### src/hw/rtl/rotc_pkg.sv
package rotc_pkg;

  // Field and datapath widths
  localparam int CB     = 32;   // vector and axis component width, Q16.16
  localparam int ANG_W  = 32;   // angle width, Q4.27
  localparam int ZT_W   = 16;   // zero threshold register width
  localparam int ROOT_W = 31;   // scaled axis magnitude, norm and quotient width
  localparam int SQ_W   = 62;   // sum of squares width
  localparam int NUM_W  = 61;   // dividend width
  localparam int CS_W   = 34;   // CORDIC x/y, cosine and sine width, Q2.30
  localparam int TH_W   = 64;   // angle accumulator width, Q60
  localparam int PW     = 72;   // product width before rounding

  // Register indexes
  localparam logic [0:0] REG_ZERO_THR = 1'b0;

  // Angle constants
  localparam logic signed [TH_W-1:0] PI_Q60         = 64'sh3243F6A8885A308D;
  localparam logic signed [TH_W-1:0] HALF_PI_Q60    = 64'sh1921FB54442D1846;
  localparam logic signed [TH_W-1:0] QUARTER_PI_Q60 = 64'sh0C90FDAA22168C23;
  localparam logic signed [TH_W-1:0] PI_Q58         = QUARTER_PI_Q60;
  localparam logic signed [TH_W-1:0] TWO_PI_Q58     = HALF_PI_Q60;
  localparam logic signed [CS_W-1:0] GAIN_Q30       = 34'sd652032874;

  // Item context that travels with every stage
  typedef struct packed {
    logic [2:0][CB-1:0]     vec;
    logic [2:0][ROOT_W-1:0] amag;
    logic [2:0]             aneg;
    logic                   null_ax;
    logic                   flip;
    logic [SQ_W-1:0]        sq;
    logic [CS_W-1:0]        cos_v;
    logic [CS_W-1:0]        sin_v;
  } rotc_carry_t;

  // Round a product with a Q2.30 factor, half up
  function automatic logic signed [PW-1:0] rnd30(input logic signed [PW-1:0] p);
    rnd30 = (p + (72'sd1 <<< 29)) >>> 30;
  endfunction

  // Unsigned quotient by shift and subtract; used only while elaborating
  function automatic logic [TH_W-1:0] cdiv(input logic [TH_W-1:0] num,
                                           input logic [TH_W-1:0] den);
    logic [TH_W-1:0] q;
    logic [TH_W:0]   r;
    q = '0;
    r = '0;
    for (int b = TH_W - 1; b >= 0; b--) begin
      r = {r[TH_W-1:0], num[b]};
      if (r >= {1'b0, den}) begin
        r = r - {1'b0, den};
        q[b] = 1'b1;
      end
    end
    cdiv = q;
  endfunction

  // atan(2^-i) in Q60: pi/4 at i = 0, else its power series; constant per stage
  function automatic logic signed [TH_W-1:0] atan_q60(input int i);
    logic signed [TH_W-1:0] acc;
    logic signed [TH_W-1:0] term;
    int e;
    acc = '0;
    if (i == 0) begin
      acc = QUARTER_PI_Q60;
    end else begin
      for (int k = 0; k < 31; k++) begin
        e = 60 - i * (2 * k + 1);
        if (e >= 0) begin
          term = $signed(cdiv(64'd1 << e, TH_W'(2 * k + 1)));
          acc = k[0] ? acc - term : acc + term;
        end
      end
    end
    atan_q60 = acc;
  endfunction

endpackage

### src/hw/rtl/rotc_sqrt_cell.sv
module rotc_sqrt_cell
  import rotc_pkg::*;
#(
  parameter int IDX = 0
) (
  input  logic              clk,
  input  logic              rst_n,
  input  logic              en,
  input  logic              valid_i,
  input  rotc_carry_t       car_i,
  input  logic [ROOT_W-1:0] root_i,
  input  logic [ROOT_W+2:0] rem_i,
  output logic              valid_o,
  output rotc_carry_t       car_o,
  output logic [ROOT_W-1:0] root_o,
  output logic [ROOT_W+2:0] rem_o
);

  localparam int RW = ROOT_W + 3;

  logic [RW-1:0]     rem_sh;
  logic [RW-1:0]     trial;
  logic [RW-1:0]     rem_nxt;
  logic [ROOT_W-1:0] root_nxt;
  logic              valid_r;
  rotc_carry_t       car_r;
  logic [ROOT_W-1:0] root_r;
  logic [RW-1:0]     rem_r;

  // Bring down two radicand bits and try the next root bit
  always_comb begin
    rem_sh = {rem_i[RW-3:0], car_i.sq[SQ_W-1-2*IDX -: 2]};
    trial  = {1'b0, root_i, 2'b01};
    if (rem_sh >= trial) begin
      rem_nxt  = rem_sh - trial;
      root_nxt = {root_i[ROOT_W-2:0], 1'b1};
    end else begin
      rem_nxt  = rem_sh;
      root_nxt = {root_i[ROOT_W-2:0], 1'b0};
    end
  end

  always_ff @(posedge clk) begin
    if (!rst_n) begin
      valid_r <= 1'b0;
    end else if (en) begin
      valid_r <= valid_i;
    end
  end

  always_ff @(posedge clk) begin
    if (en) begin
      car_r  <= car_i;
      root_r <= root_nxt;
      rem_r  <= rem_nxt;
    end
  end

  assign valid_o = valid_r;
  assign car_o   = car_r;
  assign root_o  = root_r;
  assign rem_o   = rem_r;

endmodule

### config.mk
export PLATFORM = sky130hd
export DESIGN_NAME = rotc_sqrt_cell
export DESIGN_NICKNAME = d
export VERILOG_FILES = /design/src/hw/rtl/rotc_pkg.sv /design/src/hw/rtl/rotc_sqrt_cell.sv
export SDC_FILE = /design/constraint.sdc
export NUM_CORES = 1
export LEC_CHECK = 0
export ABC_AREA = 1
export BUFFER_PORTS_ARGS = -buffer_cell sky130_fd_sc_hd__buf_2
export CAP_MARGIN = 40
export CORE_AREA = 8 8 301 303
export CTS_CLUSTER_SIZE = 24
export DETAILED_ROUTE_END_ITERATION = 10
export DIE_AREA = 0 0 309 311
export MAX_ROUTING_LAYER = met4
export SLEW_MARGIN = 20
export SYNTH_ARGS = -nofsm -noshare
export SYNTH_HDL_FRONTEND = slang
export SYNTH_SLANG_ARGS = --single-unit
### constraint.sdc
create_clock -name clk -period 1.75 [get_ports clk]
set_input_delay 0.0875 -clock clk [delete_from_list [all_inputs] [get_ports clk]]
set_output_delay 0.0875 -clock clk [all_outputs]
set_load 0.02 [all_outputs]
==> results.yml <==
timing:
  relSlewSlack_pct: 64.47
  maxSlewViolCount: 0
  min_period_over_period_pct: 94.96
  max_freq_mhz: 601.8
  fin_skew_ns: 0
  rsz0062_at_grt: "no"
  worst_slew_pin_slew_ns: 0.5329
  hold_viol: 0
  setup_viol: 0
  fin_crit_ns: 1.662
critical_path:
  path_max_fanout: 21
  startpoint_type: "input pin"
  end_kind: "flop"
  crit_type: "input pin to flop"
  crit_top_cell: "nand2_1"
  crit_slowest_cell: "dlygate4sd3_1"
  arrival_ns: 1.98
  cp_top_family: "buffers and inverters"
  critPathRequiredTime_ns: 2.07
  slowest_delay_ns: 0.54
  cp_cell_sequence: "dlygate4sd3_1, buf_2, inv_2, buf_4, ha_2, nand2_1, nor2_1, nand4_1, nand2_1, nor2_1, nand2_2, nand2_4, buf_12, nand2_1, nand2_1"
  critical_path_buf_inv_count: 5
synth:
  netlist_instances: 1053
  synth.cell_area_mm2: 0.01487
  ys.flop_type: "edfxtp_1"
  yosys.area.top_type: "edfxtp_1"
  synth_fp_nets: 1479
  synth_edf_count: 389
  ys_ff_latch: 390
  async_flop_share_pct: 0
  yosysTopAreaCellShare_pct: 78.53
  yosys_warnings: 0
  syn_area_per_cell_um2: 14.13
  synth_area_leaders: "edfxtp_1 79%, nand2_1 7.5%, inv_1 3.5%"
  yosysUniqueCellTypes: 30
  ys_seq_area_share_pct: 78.67
global_route:
  grt_pass1_vias: 14720
  grt_max_degree: 99
  overflow: 0
  grt_pass1_wl_um: 105600
  grt_usage_pct: 15.58
  antenna_found_initial: 17
routing:
  drtPass1Iterations: 5
  drt_iter0_markers: 905
  ant_nets: 0
  routed_wl_um: 76760
  wl_per_cell_um: 21.27
  via_per_inst: 3.724
  drc: 0
  vias: 13440
outcome:
  status: "finished, final reports clean"
power_and_ir_drop:
  vdd_drop_max_v: 0.0007003
  leakagePower_nw: 12.10
  power_density_mw_per_mm2: 988.0
cts:
  clock_latency_ns: 0.58
  clk_pin_slew_worst_paths_ns: 0.06
  cts_tree: "yes"
  cts_buffer_depth: 3
  cts_sinks: 390
  cts-buffers-inserted: 47
  clockRootBuffer: "clkbuf_16"
  cts_htree_levels: 2
placement:
  io_buffers: 780
  placed_cell_area_mm2: 0.02133
  dpl.hpwl_um: 60100
  gp_congestion: 0.8833
worst_hold_path:
  hold_class: "input pin to flop"
floorplan:
  ioPinCount: 783
  rows: 108
  dieArea_mm2: 0.09610
  core_area_mm2: 0.08594
  die-width_um: 309
  die_h_um: 311
  start_util_pct: 17.31
cells_and_area:
  fin_nets: 2831
  drive_above_1_share_pct: 41.96
  utilization_pct: 31.24
  design_area_mm2: 0.02684
  synthToLayoutAreaGrowth_pct: 80.48
job:
  drv_cap: 0
## cells by family (layout without fill, tap and decap cells)
family,count (synthesis),count (layout),synth area share (%)
AND/OR/NAND/NOR,427,427,12.06
flip-flops,390,390,78.67
other,0,15,0
buffers and inverters,145,1530,3.962
AO/OA/AOI/OAI,42,42,1.590
adder cells (fa/ha/maj),33,33,2.776
XOR/XNOR,16,16,0.9422
## power breakdown
group | leakage, nW | switching, W | internal, W
Clock | 0.735 | 0.00413 | 0.00572
Combinational | 7.55 | 0.00307 | 0.00210
Sequential | 3.82 | 0.000285 | 0.0112
## cells in the final DEF (no fill, tap or decap), drive strengths merged
master       instances
ha                  33
or2                  2
bufinv               5
nand4                7
dfxtp                1
dlygate4sd3        389
clkinvlp             3
o21a                 1
a21o                 1
buf                920
nand2              306
and3                 1
xnor2                2
o21ai                9
xor2                14
clkbuf              56
diode               15
nand3b              12
nand3               35
nor2                58
o21bai               4
nor3                 4
edfxtp             389
a21oi               27
nor4                 2
inv                143
clkinv              14
## layer usage
layer  routed length (um)  part of all wire, %  GRT usage (%)
met1                27350                   36          15.86
met2                38840                   51          27.54
met3                 6963                  9.1          4.856
met4                 3604                  4.7          6.435
met5                    0                    0              -
## layout make-up
cell class,instances,area [um2]
multi-input cells,518,2624
inverters,139,521.8
repair buffers,1309,8984
clock inverters,26,321.6
well taps,1155,1445
flip-flops and latches,390,11700
fillers,8716,59100
clock buffers,56,1210
diodes,15,37.54
## worst paths after layout
kind	start	endpoint	slack, ns	cells after the start
min	rem_i[30]	rem_o[32]	0.13	6
max	car_i[129]	rem_o[20]	0.09	15
max reg2reg	valid_o	valid_o	0.55	3
min reg2reg	valid_o	valid_o	1.11	3
## state kept, by name (all words and copies together) (netlist names)
register,count
car_o,324
root_o,31
rem_o,34
valid_o,1
## worst reg2reg max path: stages (launching register included)
cell and delay, ns:
dfxtp_1 0.32, o21ai_0 0.16, a21oi_1 0.05, dlygate4sd3_1 0.56
## synthesized netlist by cell type, drive strengths merged (2+ instances only)
library cell	instances
o21bai	4
nor3	4
buf	6
xor2	14
edfxtp	389
ha	33
nor4	2
or2	2
a21oi	27
nand4	7
nand3b	12
nand2	306
inv	139
xnor2	2
nor2	58
nand3	35
o21ai	9
## through the flow
step           hold slack (ns)  setup TNS, ns  setup WS, ns  std cells  total power (W)
6_report                0.1311              0       0.08819       3608          0.02652
5_1_grt                 0.1163              0      0.004843       3606          0.02759
4_1_cts                0.06560              0       0.04145       3592          0.02693
3_5_place_dp            0.2656         -15.26       -0.5206       3121          0.01610
3_3_place_gp            0.2643         -15.12       -0.5009       3121          0.01608
2_1_floorplan           0.1810              0       0.03268       1053          0.01354
## timing repair
action,4_1_cts,5_1_grt
resized for setup,0,13
setup buffers,0,1
endpoints found under the hold margin,403,0
setup endpoints to repair,0,29
hold buffers,389,0
No activity file was read; power rests on OpenSTA's default activity.
