===== config.mk =====
export PLATFORM = sky130hd
export DESIGN_NAME = rotc_div_cell
export DESIGN_NICKNAME = d
export VERILOG_FILES = /design/src/hw/rtl/rotc_pkg.sv /design/src/hw/rtl/rotc_div_cell.sv
export SDC_FILE = /design/constraint.sdc
export NUM_CORES = 1
export LEC_CHECK = 0
export BUFFER_PORTS_ARGS = -buffer_cell sky130_fd_sc_hd__buf_2
export CORE_AREA = 2 2 562 564
export CTS_CLUSTER_DIAMETER = 50
export DETAILED_ROUTE_END_ITERATION = 16
export DIE_AREA = 0 0 564 566
export SLEW_MARGIN = 20
export SYNTH_ARGS = -nofsm -noshare
export SYNTH_HDL_FRONTEND = slang
export SYNTH_SLANG_ARGS = --single-unit

===== constraint.sdc =====
create_clock -name clk -period 3.64 [get_ports clk]
set_clock_uncertainty 0.15 [all_clocks]
set_input_delay 0.728 -clock clk [delete_from_list [all_inputs] [get_ports clk]]
set_output_delay 0.728 -clock clk [all_outputs]
set_load 0.01 [all_outputs]

===== src/hw/rtl/rotc_pkg.sv =====
package rotc_pkg;

  // Field and datapath widths
  localparam int CB     = 32;   // vector and axis component width, Q16.16
  localparam int ANG_W  = 32;   // angle width, Q4.27
  localparam int ZT_W   = 16;   // zero threshold register width
  localparam int ROOT_W = 31;   // scaled axis magnitude, norm and quotient width
  localparam int SQ_W   = 62;   // sum of squares width
  localparam int NUM_W  = 61;   // dividend width
  localparam int CS_W   = 34;   // CORDIC x/y, cosine and sine width, Q2.30
  localparam int TH_W   = 64;   // angle accumulator width, Q60
  localparam int PW     = 72;   // product width before rounding

  // Register indexes
  localparam logic [0:0] REG_ZERO_THR = 1'b0;

  // Angle constants
  localparam logic signed [TH_W-1:0] PI_Q60         = 64'sh3243F6A8885A308D;
  localparam logic signed [TH_W-1:0] HALF_PI_Q60    = 64'sh1921FB54442D1846;
  localparam logic signed [TH_W-1:0] QUARTER_PI_Q60 = 64'sh0C90FDAA22168C23;
  localparam logic signed [TH_W-1:0] PI_Q58         = QUARTER_PI_Q60;
  localparam logic signed [TH_W-1:0] TWO_PI_Q58     = HALF_PI_Q60;
  localparam logic signed [CS_W-1:0] GAIN_Q30       = 34'sd652032874;

  // Item context that travels with every stage
  typedef struct packed {
    logic [2:0][CB-1:0]     vec;
    logic [2:0][ROOT_W-1:0] amag;
    logic [2:0]             aneg;
    logic                   null_ax;
    logic                   flip;
    logic [SQ_W-1:0]        sq;
    logic [CS_W-1:0]        cos_v;
    logic [CS_W-1:0]        sin_v;
  } rotc_carry_t;

  // Round a product with a Q2.30 factor, half up
  function automatic logic signed [PW-1:0] rnd30(input logic signed [PW-1:0] p);
    rnd30 = (p + (72'sd1 <<< 29)) >>> 30;
  endfunction

  // Unsigned quotient by shift and subtract; used only while elaborating
  function automatic logic [TH_W-1:0] cdiv(input logic [TH_W-1:0] num,
                                           input logic [TH_W-1:0] den);
    logic [TH_W-1:0] q;
    logic [TH_W:0]   r;
    q = '0;
    r = '0;
    for (int b = TH_W - 1; b >= 0; b--) begin
      r = {r[TH_W-1:0], num[b]};
      if (r >= {1'b0, den}) begin
        r = r - {1'b0, den};
        q[b] = 1'b1;
      end
    end
    cdiv = q;
  endfunction

  // atan(2^-i) in Q60: pi/4 at i = 0, else its power series; constant per stage
  function automatic logic signed [TH_W-1:0] atan_q60(input int i);
    logic signed [TH_W-1:0] acc;
    logic signed [TH_W-1:0] term;
    int e;
    acc = '0;
    if (i == 0) begin
      acc = QUARTER_PI_Q60;
    end else begin
      for (int k = 0; k < 31; k++) begin
        e = 60 - i * (2 * k + 1);
        if (e >= 0) begin
          term = $signed(cdiv(64'd1 << e, TH_W'(2 * k + 1)));
          acc = k[0] ? acc - term : acc + term;
        end
      end
    end
    atan_q60 = acc;
  endfunction

endpackage


===== src/hw/rtl/rotc_div_cell.sv =====
module rotc_div_cell
  import rotc_pkg::*;
#(
  parameter int IDX = 0
) (
  input  logic                   clk,
  input  logic                   rst_n,
  input  logic                   en,
  input  logic                   valid_i,
  input  rotc_carry_t            car_i,
  input  logic [ROOT_W-1:0]      n_i,
  input  logic [2:0][NUM_W-1:0]  num_i,
  input  logic [2:0][ROOT_W-1:0] rem_i,
  input  logic [2:0][ROOT_W-1:0] quo_i,
  output logic                   valid_o,
  output rotc_carry_t            car_o,
  output logic [ROOT_W-1:0]      n_o,
  output logic [2:0][NUM_W-1:0]  num_o,
  output logic [2:0][ROOT_W-1:0] rem_o,
  output logic [2:0][ROOT_W-1:0] quo_o
);

  localparam int BIT = ROOT_W - 1 - IDX;

  logic [2:0][ROOT_W:0]   rsh;
  logic [2:0][ROOT_W-1:0] rem_nxt;
  logic [2:0][ROOT_W-1:0] quo_nxt;
  logic                   valid_r;
  rotc_carry_t            car_r;
  logic [ROOT_W-1:0]      n_r;
  logic [2:0][NUM_W-1:0]  num_r;
  logic [2:0][ROOT_W-1:0] rem_r;
  logic [2:0][ROOT_W-1:0] quo_r;

  // One restoring division step in each of the three lanes
  always_comb begin
    for (int l = 0; l < 3; l++) begin
      rsh[l] = {rem_i[l], num_i[l][BIT]};
      if (rsh[l] >= {1'b0, n_i}) begin
        rem_nxt[l] = ROOT_W'(rsh[l] - {1'b0, n_i});
        quo_nxt[l] = {quo_i[l][ROOT_W-2:0], 1'b1};
      end else begin
        rem_nxt[l] = ROOT_W'(rsh[l]);
        quo_nxt[l] = {quo_i[l][ROOT_W-2:0], 1'b0};
      end
    end
  end

  always_ff @(posedge clk) begin
    if (!rst_n) begin
      valid_r <= 1'b0;
    end else if (en) begin
      valid_r <= valid_i;
    end
  end

  always_ff @(posedge clk) begin
    if (en) begin
      car_r <= car_i;
      n_r   <= n_i;
      num_r <= num_i;
      rem_r <= rem_nxt;
      quo_r <= quo_nxt;
    end
  end

  assign valid_o = valid_r;
  assign car_o   = car_r;
  assign n_o     = n_r;
  assign num_o   = num_r;
  assign rem_o   = rem_r;
  assign quo_o   = quo_r;

endmodule


==> impl_metrics.ini <==
[synthesis]
synth_edf_count = 724
ys_seq_area_share_pct = 78.0
ys_types = 70
async_flop_share_pct = 0
synth-seq-cells = 725
yosys_most_used_dff = edfxtp_1
synthesis.area_sq_um = 27900
syn_avg_cell_area_sq_um = 17.1
syn_nets = 2457
syn_inst = 1633
ys.warnings.count = 0

[global_routing]
grt_max_degree = 81
first_global_vias = 26400
grt_overflow = 0
grt.total_usage_pct = 9.99
antenna_found_initial = 82
grt_pass1_wl_mm = 217

[power]
p_leak_nw = 21.8
power.density_nw_per_um2 = 486
ir_worst_vdd_mv = 0.387

[route]
via_per_inst = 3.02
drcViolationCount = 0
antenna_left = 0
dr.pass1.iters = 7
wl_mm = 169
drtIter0Drc = 1312
num_vias = 25400
wire_per_inst_microns = 20.1

[timing]
period_share_pct = 98.3
hold_slack_ns = 0.0558
max-slew-margin-rel_pct = 41.9
final.min_clock_period_ns = 3.58
finalHoldViolations = 0
max_freq_mhz = 279
tightestPinTransition_ns = 0.865
drv_slew = 0
setup_ws_ns = 0.0608
finalSetupViolCount = 0
rsz0062_at_grt = false

[final_layout]
final_nets = 4972
area_growth_pct = 91.2
layout_commonest_cell = buf_2
num-fill-cells = 34400
drive_gt1_share_pct = 47.7
finish.utilization_pct = 17.0
final_cell_mix = 1448 x buf_2, 724 x edfxtp_1, 655 x dlygate4sd3_1

[setup_path]
arrival_ns = 3.99
crit_type = in2reg
crit_path_end_kind = flip-flop
cp_top_family = buffers and inverters
cp-start-kind = input port
cp_num_buf_inv = 6
cpPeakStageDelay_ns = 0.54
crit_fanout = 6
worstPathRequired_ns = 4.05
critPathSlowestCell = dlygate4sd3_1
cp_cell_sequence = dlygate4sd3_1 > buf_2 > inv_1 > ha_2 > fa_2 > nor2b_1 > o31a_1 > or2_1 > a31oi_1 > o21ai_1 > a41oi_1 > buf_4 > o21ai_2 > a21oi_4 > buf_12 > clkbuf_16 > mux2_2

[floorplanning]
dieArea_sq_um = 319000
fp.dieH_microns = 566
core_area_sq_um = 313000
ioPinCount = 1453
rows = 206
die_w_microns = 564
floorplan.initialDensity_pct = 8.90

[placed_design]
io_buffer_count = 1449
dpl.hpwl_mm = 138
pre_cts_ws_ns = -0.557
place.gp.congestion = 0.954

[flow_run]
cap_violations = 0

[clock_network]
cts_tree = done
cts_htree_levels = 3
cts_root_buf = clkbuf_16
cts-buffers-inserted = 113
cts_buffer_depth = 4
clock_latency_ns = 0.83
clock-sinks = 725
clkTransAtPathRegs_ns = 0.05

[run_status]
outcome = complete, no violations

[min_path]
hp-class = in2reg
-- layout make-up --
cell class	count	area [sq um]	share of cell area, %
Antenna cell	22	55.1	0.103
Sequential cell	725	21800	40.8
Multi-Input combinational cell	815	5770	10.8
Timing Repair Buffer	2433	16600	31.0
Clock inverter	81	912	1.71
Inverter	60	225	0.422
Tap cell	4160	5200	9.76
Clock buffer	122	2860	5.36
-- synthesized netlist by cell type (all sizes together), types with 23 or more instances --
cell | n | area share (%)
edfxtp | 724 | 78
nand2 | 109 | 1.5
o21ai | 103 | 1.8
ha | 93 | 4.2
a21oi | 86 | 1.6
inv | 60 | 0.81
nor2 | 51 | 0.69
xnor2 | 45 | 1.4
a21o | 41 | 1.1
mux2 | 39 | 1.6
xor2 | 35 | 1.1
nand3 | 23 | 0.41
-- stage by stage --
stage / instances / total power, mW / cell area (sq um) / setup TNS [ns]
after floorplan: 1633 / 11.8 / 27900 / 0
after global placement: 7534 / 14.6 / 42800 / -37.78
after detailed placement: 7534 / 14.6 / 42800 / -35.47
after CTS: 8392 / 26.3 / 53200 / 0
after global routing: 8404 / 27.0 / 53300 / 0
final: 8418 / 25.9 / 53300 / 0
-- what timing repair did --
| item | in CTS | in global routing |
|---|---|---|
| resized for setup | 0 | 9 |
| setup buffers | 0 | 1 |
| hold buffers | 655 | 0 |
| endpoints found under the setup margin | 0 | 35 |
| hold endpoints to repair | 654 | 0 |
-- routing by layer --
metal / wire [microns] / vias to the layer above / track usage, %
li1: - / 11400 / -
met2: 83300 / 1431 / 17.9
met3: 17500 / 312 / 3.92
met1: 60600 / 12200 / 10.3
met5: 127 / - / 0
met4: 7680 / 20 / 4.10
-- power by group --
part           switching, mW  leakage [nW]  internal [mW]
registers              0.344          7.09           10.1
clock network           4.49          1.82           6.39
logic                   2.49          12.9           2.13
-- cells by family (layout without fill, tap and decap cells) --
group	after synthesis	in the layout	share of synthesized area, %
compound gates	324	324	7.30
fa+ha+maj	96	96	4.39
mux	43	43	1.72
xor+xnor	80	80	2.51
simple gates	272	272	4.62
buf+inv	93	2696	1.44
flops	725	725	78.0
other cells	0	22	0
-- path summary, 6_finish.rpt --
path,start,to,slack [ns],cells after the start
setup / recovery,num_i[152],rem_o[83],0.06,17
hold / removal,n_i[24],n_o[24],0.06,1
setup reg to reg,valid_o,valid_o,2.34,3
hold reg to reg,valid_o,valid_o,0.92,3
-- flip-flops by register name, indices dropped and copies added (netlist names) --
signal / count
valid_o: 1
num_o: 183
quo_o: 93
rem_o: 93
car_o: 324
n_o: 31
(Power assumes the default switching activity.)
