<file path="src/hw/rtl/rotc_pkg.sv">
package rotc_pkg;

  // Field and datapath widths
  localparam int CB     = 32;   // vector and axis component width, Q16.16
  localparam int ANG_W  = 32;   // angle width, Q4.27
  localparam int ZT_W   = 16;   // zero threshold register width
  localparam int ROOT_W = 31;   // scaled axis magnitude, norm and quotient width
  localparam int SQ_W   = 62;   // sum of squares width
  localparam int NUM_W  = 61;   // dividend width
  localparam int CS_W   = 34;   // CORDIC x/y, cosine and sine width, Q2.30
  localparam int TH_W   = 64;   // angle accumulator width, Q60
  localparam int PW     = 72;   // product width before rounding

  // Register indexes
  localparam logic [0:0] REG_ZERO_THR = 1'b0;

  // Angle constants
  localparam logic signed [TH_W-1:0] PI_Q60         = 64'sh3243F6A8885A308D;
  localparam logic signed [TH_W-1:0] HALF_PI_Q60    = 64'sh1921FB54442D1846;
  localparam logic signed [TH_W-1:0] QUARTER_PI_Q60 = 64'sh0C90FDAA22168C23;
  localparam logic signed [TH_W-1:0] PI_Q58         = QUARTER_PI_Q60;
  localparam logic signed [TH_W-1:0] TWO_PI_Q58     = HALF_PI_Q60;
  localparam logic signed [CS_W-1:0] GAIN_Q30       = 34'sd652032874;

  // Item context that travels with every stage
  typedef struct packed {
    logic [2:0][CB-1:0]     vec;
    logic [2:0][ROOT_W-1:0] amag;
    logic [2:0]             aneg;
    logic                   null_ax;
    logic                   flip;
    logic [SQ_W-1:0]        sq;
    logic [CS_W-1:0]        cos_v;
    logic [CS_W-1:0]        sin_v;
  } rotc_carry_t;

  // Round a product with a Q2.30 factor, half up
  function automatic logic signed [PW-1:0] rnd30(input logic signed [PW-1:0] p);
    rnd30 = (p + (72'sd1 <<< 29)) >>> 30;
  endfunction

  // Unsigned quotient by shift and subtract; used only while elaborating
  function automatic logic [TH_W-1:0] cdiv(input logic [TH_W-1:0] num,
                                           input logic [TH_W-1:0] den);
    logic [TH_W-1:0] q;
    logic [TH_W:0]   r;
    q = '0;
    r = '0;
    for (int b = TH_W - 1; b >= 0; b--) begin
      r = {r[TH_W-1:0], num[b]};
      if (r >= {1'b0, den}) begin
        r = r - {1'b0, den};
        q[b] = 1'b1;
      end
    end
    cdiv = q;
  endfunction

  // atan(2^-i) in Q60: pi/4 at i = 0, else its power series; constant per stage
  function automatic logic signed [TH_W-1:0] atan_q60(input int i);
    logic signed [TH_W-1:0] acc;
    logic signed [TH_W-1:0] term;
    int e;
    acc = '0;
    if (i == 0) begin
      acc = QUARTER_PI_Q60;
    end else begin
      for (int k = 0; k < 31; k++) begin
        e = 60 - i * (2 * k + 1);
        if (e >= 0) begin
          term = $signed(cdiv(64'd1 << e, TH_W'(2 * k + 1)));
          acc = k[0] ? acc - term : acc + term;
        end
      end
    end
    atan_q60 = acc;
  endfunction

endpackage

</file>
<file path="src/hw/rtl/rotc_cordic_cell.sv">
module rotc_cordic_cell
  import rotc_pkg::*;
#(
  parameter int IDX = 0
) (
  input  logic                   clk,
  input  logic                   rst_n,
  input  logic                   en,
  input  logic                   valid_i,
  input  rotc_carry_t            car_i,
  input  logic signed [CS_W-1:0] x_i,
  input  logic signed [CS_W-1:0] y_i,
  input  logic signed [TH_W-1:0] th_i,
  output logic                   valid_o,
  output rotc_carry_t            car_o,
  output logic signed [CS_W-1:0] x_o,
  output logic signed [CS_W-1:0] y_o,
  output logic signed [TH_W-1:0] th_o
);

  localparam logic signed [TH_W-1:0] ATAN = atan_q60(IDX);

  logic                   valid_r;
  rotc_carry_t            car_r;
  logic signed [CS_W-1:0] x_r;
  logic signed [CS_W-1:0] x_nxt;
  logic signed [CS_W-1:0] y_r;
  logic signed [CS_W-1:0] y_nxt;
  logic signed [TH_W-1:0] th_r;
  logic signed [TH_W-1:0] th_nxt;

  // Rotate toward zero residual angle
  always_comb begin
    if (!th_i[TH_W-1]) begin
      x_nxt  = x_i - (y_i >>> IDX);
      y_nxt  = y_i + (x_i >>> IDX);
      th_nxt = th_i - ATAN;
    end else begin
      x_nxt  = x_i + (y_i >>> IDX);
      y_nxt  = y_i - (x_i >>> IDX);
      th_nxt = th_i + ATAN;
    end
  end

  always_ff @(posedge clk) begin
    if (!rst_n) begin
      valid_r <= 1'b0;
    end else if (en) begin
      valid_r <= valid_i;
    end
  end

  always_ff @(posedge clk) begin
    if (en) begin
      car_r <= car_i;
      x_r   <= x_nxt;
      y_r   <= y_nxt;
      th_r  <= th_nxt;
    end
  end

  assign valid_o = valid_r;
  assign car_o   = car_r;
  assign x_o     = x_r;
  assign y_o     = y_r;
  assign th_o    = th_r;

endmodule

</file>
<file path="config.mk">
export PLATFORM = sky130hd
export DESIGN_NAME = rotc_cordic_cell
export DESIGN_NICKNAME = d
export VERILOG_FILES = /design/src/hw/rtl/rotc_pkg.sv /design/src/hw/rtl/rotc_cordic_cell.sv
export SDC_FILE = /design/constraint.sdc
export NUM_CORES = 1
export LEC_CHECK = 0
export ABC_AREA = 0
export BUFFER_PORTS_ARGS = -buffer_cell sky130_fd_sc_hd__buf_4
export CORE_AREA = 2 2 354 356
export CTS_BUF_LIST = sky130_fd_sc_hd__clkbuf_8
export DETAILED_ROUTE_END_ITERATION = 10
export DIE_AREA = 0 0 356 358
export PLACE_DENSITY = 0.41
export SLEW_MARGIN = 20
export SYNTH_ARGS = -nofsm -noshare
export SYNTH_HDL_FRONTEND = slang
export SYNTH_SLANG_ARGS = --single-unit
</file>
<file path="constraint.sdc">
create_clock -name clk -period 6.6 [get_ports clk]
set_input_delay 1.32 -clock clk [delete_from_list [all_inputs] [get_ports clk]]
set_output_delay 1.32 -clock clk [all_outputs]
set_load 0.02 [all_outputs]
</file>
==> results.yml, run 1 <==
outcome:
  outcome: "completed"
worst_setup_path:
  worst-setup-path-type: "input pin to flip-flop"
  cp.arrival_ns: 5.03
  start_kind: "input pin"
  cp-end-kind: "flip-flop"
  path_max_fanout: 22
  critPathRequiredTime_ns: 7.13
global_routing:
  grt_pass1_wl_um: 156000
  grt_overflow: 0
  grt_max_degree: 139
  track_usage_pct: 17.8
  grt_pass1_vias: 18900
  antenna_found_initial: 33
timing:
  fmax_mhz: 223
  setup_viol: 0
  finalCritPeriodShare_pct: 68.1
  hold_viol: 0
  hold_ws_ns: 0.539
  skew_ns: 0
  min_period_ns: 4.49
  rsz0062_at_grt: "no"
  slew_headroom_pct: 36.8
  tightest_slew_ns: 0.936
  fin_tns_setup_ns: 0
  slew_viol_final: 0
synthesis:
  syn_inst: 1858
  synthTopCellsByArea: "edfxtp_1, ha_1, a21oi_1"
  synth_edf_count: 455
  yosysUniqueCellTypes: 75
  synth_top_area_share_pct: 59.5
  synth_area_leader_cell: "edfxtp_1"
  synth-async-reset-ratio_pct: 0
  netlist_area_sq_um: 22900
  ys_ff_latch: 456
  synth_ff_type: "edfxtp_1"
  syn_avg_cell_area_sq_um: 12.4
  synth_nets: 2484
  yosysSeqAreaShare_pct: 59.6
  yosysWarnings: 0
drt:
  drt_iter0_markers: 1679
  drt-total-wl_um: 120000
  drc: 0
  vias: 19300
  wl_per_cell_um: 26.5
  final_antenna_net_count: 0
  firstDrtPassIters: 5
  vias_per_cell: 4.27
clock_network:
  clock_path_buffers: 3
  cts_resized: 0
  clock_tree.root_cell: "clkbuf_8"
  cts.sinks: 456
  clkTransAtPathRegs_ns: 0.06
  cts_inserted_buffers: 91
  hold_buffers: 0
  postCtsSetupRepairBufs: 0
  tritoncts: "built"
  h-tree-depth: 3
  clk_latency_ns: 0.74
pwr:
  peakVddDrop_uv: 142
  leakage_uw: 0.0142
  p_per_area_nw_per_um2: 266
finish:
  fillers: 13200
  layout-drive-gt1-share_pct: 37.1
  area_growth_pct: 45.8
  nets: 3434
die:
  die_h_um: 358
  dieArea_sq_um: 127000
  rows: 129
  pin_count: 917
  dieWidth_um: 356
  coreArea_sq_um: 123000
  floorplan.initialDensity_pct: 18.6
placement:
  port_buffers: 916
  place_congestion: 0.903
  hpwl_um: 98200
run:
  drv_cap: 0
min_path:
  hp-class: "flip-flop to flip-flop"
-- logic make-up after synthesis --
kind of cell	synth area share (%)
AO/OA/AOI/OAI	14.3
multiplexers	1.01
XOR/XNOR	4.69
buffers and inverters	3.11
AND/OR/NAND/NOR	8.12
flip-flops	59.6
adder cells (fa/ha/maj)	9.18
-- sequential cells by signal, indices dropped and copies added (netlist names) --
name,cells
th_o,64
x_o,34
y_o,33
car_o,324
valid_o,1
-- final timing paths --
kind / start / to / slack (ns) / cells after the start
setup / recovery: th_i[63] / th_o[58]$_DFFE_PP_ / 2.11 / 13
hold / removal: valid_o$_SDFFE_PN0P_ / valid_o$_SDFFE_PN0P_ / 0.54 / 2
setup reg to reg: valid_o$_SDFFE_PN0P_ / valid_o$_SDFFE_PN0P_ / 6.00 / 2
hold reg to reg: valid_o$_SDFFE_PN0P_ / valid_o$_SDFFE_PN0P_ / 0.54 / 2
-- report_power, final --
group	total (uW)	internal [uW]	leakage, uW	switching, uW
clock network	2870	1460	0.000960	1410
logic	2320	906	0.00883	1410
registers	3700	3570	0.00446	131
-- worst max-delay path: stages --
cell      delay (ns)
buf_4           0.16
inv_2           0.39
ha_1            0.38
a211oi_1        0.33
o21bai_1        0.16
a211oi_1        0.35
o21ai_0         0.16
a221oi_1        0.75
or4_1           0.23
a21oi_1         0.19
a21bo_2         0.28
a31oi_1         0.21
xnor2_1         0.10
-- Yosys cell counts, drive strengths merged, types with 5 or more instances --
cell    instances
o21a           16
xnor2          88
or2             5
nand4          28
inv           114
o21ai          91
a31oi          19
clkbuf         49
edfxtp        455
nor4           11
a21oi         186
nor2          111
o41ai           5
buf            20
mux2i          22
o22ai           5
nand3          26
ha            162
xor2           35
a21o           72
a221oi          6
or3             9
or4             7
nor2b          14
nand2b         18
a31o            6
nand2         103
nor3           33
o21bai         33
and2            7
and3            7
a211oi         17
o211ai          8
o31ai          15
-- per-stage QoR --
stage	instance area (sq um)	power [uW]	instances	utilization (%)	worst slack, ns
5_1_grt	33400	9310	4509	27.1	1.95
4_1_cts	33400	9070	4507	27.1	2.33
6_report	33500	8890	4518	27.1	2.11
3_5_place_dp	31700	6080	4352	25.7	1.40
3_3_place_gp	31700	6110	4352	25.7	1.42
2_1_floorplan	22900	4840	1858	-	0.983
-- routing by layer --
layer / vias to the layer above / share of wire [%] / GRT usage (%)
li1: 8857 / - / -
met1: 9367 / 37 / 19.7
met2: 870 / 50 / 31.1
met3: 192 / 8.5 / 5.89
met4: 22 / 4.3 / 7.89
met5: - / 0.19 / 0.519
-- cells in the final DEF, fill, tap and decap left out, types with 5 or more instances in the layout --
cell type / instances
xor2_1: 35
o22ai_1: 5
nor3_1: 33
nor4_1: 11
inv_1: 141
o21ai_0: 90
mux2i_1: 22
o21a_1: 16
and2_1: 7
or4_1: 5
o21bai_1: 33
and3_1: 7
o211ai_1: 8
nor2_1: 111
a211oi_1: 16
o31ai_1: 14
a221oi_1: 6
xnor2_1: 88
clkbuf_8: 91
nand4_1: 28
clkinv_2: 9
or3_1: 8
clkinvlp_4: 5
diode_2: 11
nand3_1: 26
nand2_1: 103
a21o_1: 72
a21oi_1: 185
ha_1: 162
or2_2: 5
clkinv_1: 14
nand2b_1: 18
nor2b_1: 13
a31o_2: 6
a31oi_1: 19
buf_4: 922
edfxtp_1: 455
-- final cells by class --
cell class	count	area, sq um	share of cell area [%]
Multi-Input combinational cell	1217	8550	25.6
Clock buffer	91	1250	3.74
Tap cell	1637	2050	6.12
Antenna cell	11	27.5	0.0823
Timing Repair Buffer	926	7000	20.9
Clock inverter	64	454	1.36
Inverter	116	435	1.30
Sequential cell	456	13700	40.9
(Power assumes the default switching activity.)
==> run 2: changes to the inputs <==
CORE_AREA = 2 2 362 364   (was 2 2 354 356)
DIE_AREA = 0 0 364 366   (was 0 0 356 358)
clock period = 3.75 ns   (was 6.6 ns; I/O delays follow)
==> run 2 against run 1 <==
Clock-buffer cell count decreased by 1. Clock skew did not move. Utilization rose by 1.4 points. Largest power group unchanged.
==> results.yml, run 2 (synthesis results as in run 1) <==
die:
  coreArea_sq_um: 129000
  rows: 132
  floorplan.initialDensity_pct: 17.8
  dieArea_sq_um: 133000
  dieWidth_um: 364
  pin_count: 917
  die_h_um: 366
timing:
  fin_tns_setup_ns: 0
  hold_viol: 0
  slew_headroom_pct: 44.8
  fmax_mhz: 272
  rsz0062_at_grt: "no"
  slew_viol_final: 0
  setup_viol: 0
  layout_setup_ws_ns: 0.0751
  tightest_slew_ns: 0.828
  finalCritPeriodShare_pct: 98.0
  min_period_ns: 3.67
  skew_ns: 0
drt:
  final_antenna_net_count: 0
  drt-total-wl_um: 116000
  wl_per_cell_um: 23.2
  firstDrtPassIters: 5
  vias: 20300
  vias_per_cell: 4.04
  drc: 0
  drt_iter0_markers: 1355
clock_network:
  cts.sinks: 456
  tritoncts: "built"
  clock_tree.root_cell: "clkbuf_8"
  h-tree-depth: 3
  clock_path_buffers: 3
  clkTransAtPathRegs_ns: 0.06
  cts_inserted_buffers: 90
  clk_latency_ns: 0.78
pwr:
  pwr-share-comb_pct: 28.3
  p_int_uw: 10800
  peakVddDrop_uv: 241
  p_seq_share_pct: 40.6
  leakage_uw: 0.0162
  p_per_area_nw_per_um2: 436
  switching_share_pct: 32.9
  p_clk_share_pct: 31.1
  p_switching_uw: 5290
  power_uw: 16100
placement:
  port_buffers: 916
  hpwl_um: 95800
  place_ws_ns: -0.680
  place_congestion: 0.870
global_routing:
  grt_overflow: 0
  grt_pass1_vias: 20600
  grt_pass1_wl_um: 158000
  grt_max_degree: 79
  antenna_found_initial: 22
  track_usage_pct: 16.8
outcome:
  outcome: "completed"
worst_setup_path:
  critPathRequiredTime_ns: 4.26
  cp.arrival_ns: 4.19
  path_max_fanout: 4
  cp-end-kind: "flip-flop"
  start_kind: "input pin"
  worst-setup-path-type: "input pin to flip-flop"
run:
  drv_cap: 0
finish:
  fillers: 13600
  final_common_cell: "buf_4"
  largest_reg_flops: 324
  layout-drive-gt1-share_pct: 42.6
  nets: 3827
  area_growth_pct: 60.4
  layout_common_cells: "buf_4, edfxtp_1, a21oi_1, ha_1, inv_1"
min_path:
  hp-class: "input pin to flip-flop"
==> run 2: cell count changes in the layout (fill, tap and decap cells not counted), sizes merged <==
cell,delta
bufinv,-1
dlygate4sd3,+73
clkinv,+10
buf,+321
diode,-3
inv,+3
clkinvlp,-2
clkbuf,-1
==> run 2: metrics by stage <==
stage	std cells	area, sq um	util [%]	hold WS, ns
after floorplan	1858	23000	-	0.589
after global placement	4777	34300	26.6	0.529
after detailed placement	4777	34300	26.6	0.523
after CTS	5014	36800	28.5	0.00126
after global routing	5022	36800	28.5	0.0414
final	5023	36800	28.5	0.126
==> run 2: cell type report <==
| cell class | instances | area [sq um] | area share (%) |
|---|---|---|---|
| sequential | 456 | 13700 | 37.2 |
| multi-input combinational | 1217 | 8600 | 23.4 |
| clock inverter | 74 | 465 | 1.26 |
| inverter | 116 | 435 | 1.18 |
| antenna | 8 | 20.0 | 0.0544 |
| tap | 1742 | 2180 | 5.92 |
| clock buffer | 90 | 1240 | 3.37 |
| timing repair buffer | 1320 | 10200 | 27.7 |
==> run 2: timing repair <==
action	in CTS	in global routing
hold buffers	73	0
resized for setup	0	1
endpoints found under the hold margin	73	0
endpoints found under the setup margin	0	1
setup buffers	0	1
==> run 2: final timing paths <==
check	from	slack [ns]	cells after the start	end
max	x_i[0]	0.08	13	y_o[32]$_DFFE_PP_
min reg2reg	valid_o$_SDFFE_PN0P_	0.55	2	valid_o$_SDFFE_PN0P_
min	car_i[287]	0.13	1	car_o[287]$_DFFE_PP_
max reg2reg	valid_o$_SDFFE_PN0P_	3.14	2	valid_o$_SDFFE_PN0P_
==> run 2: worst max-delay path, stage by stage <==
cell and delay [ns]:
buf_4 0.13, ha_1 0.24, fa_1 0.43, nand2b_1 0.10
a21oi_1 0.09, or4b_1 0.59, nand3_1 0.22, a211oi_1 0.14
a2111o_1 0.48, a311oi_2 0.50, o41ai_1 0.14, a31oi_1 0.27
xor2_1 0.11
==> run 2: power groups by stage <==
stage	registers (uW)	logic [uW]	clock network, uW
after floorplan	7220	1320	0
after CTS	6540	4600	5230
after global placement	6630	4530	0
final	6520	4540	4990
after detailed placement	6620	4500	0
after global routing	6570	4850	5440
==> run 2: per-layer routing <==
| metal | wire length [um] | part of all wire, % | vias up | global-route usage [%] |
|---|---|---|---|---|
| met5 | 25 | 0.021 | - | 0 |
| li1 | - | - | 9676 | - |
| met3 | 7840 | 6.7 | 127 | 4.21 |
| met4 | 2580 | 2.2 | 6 | 4.94 |
| met1 | 46500 | 40 | 9750 | 19.5 |
| met2 | 59400 | 51 | 737 | 30.2 |
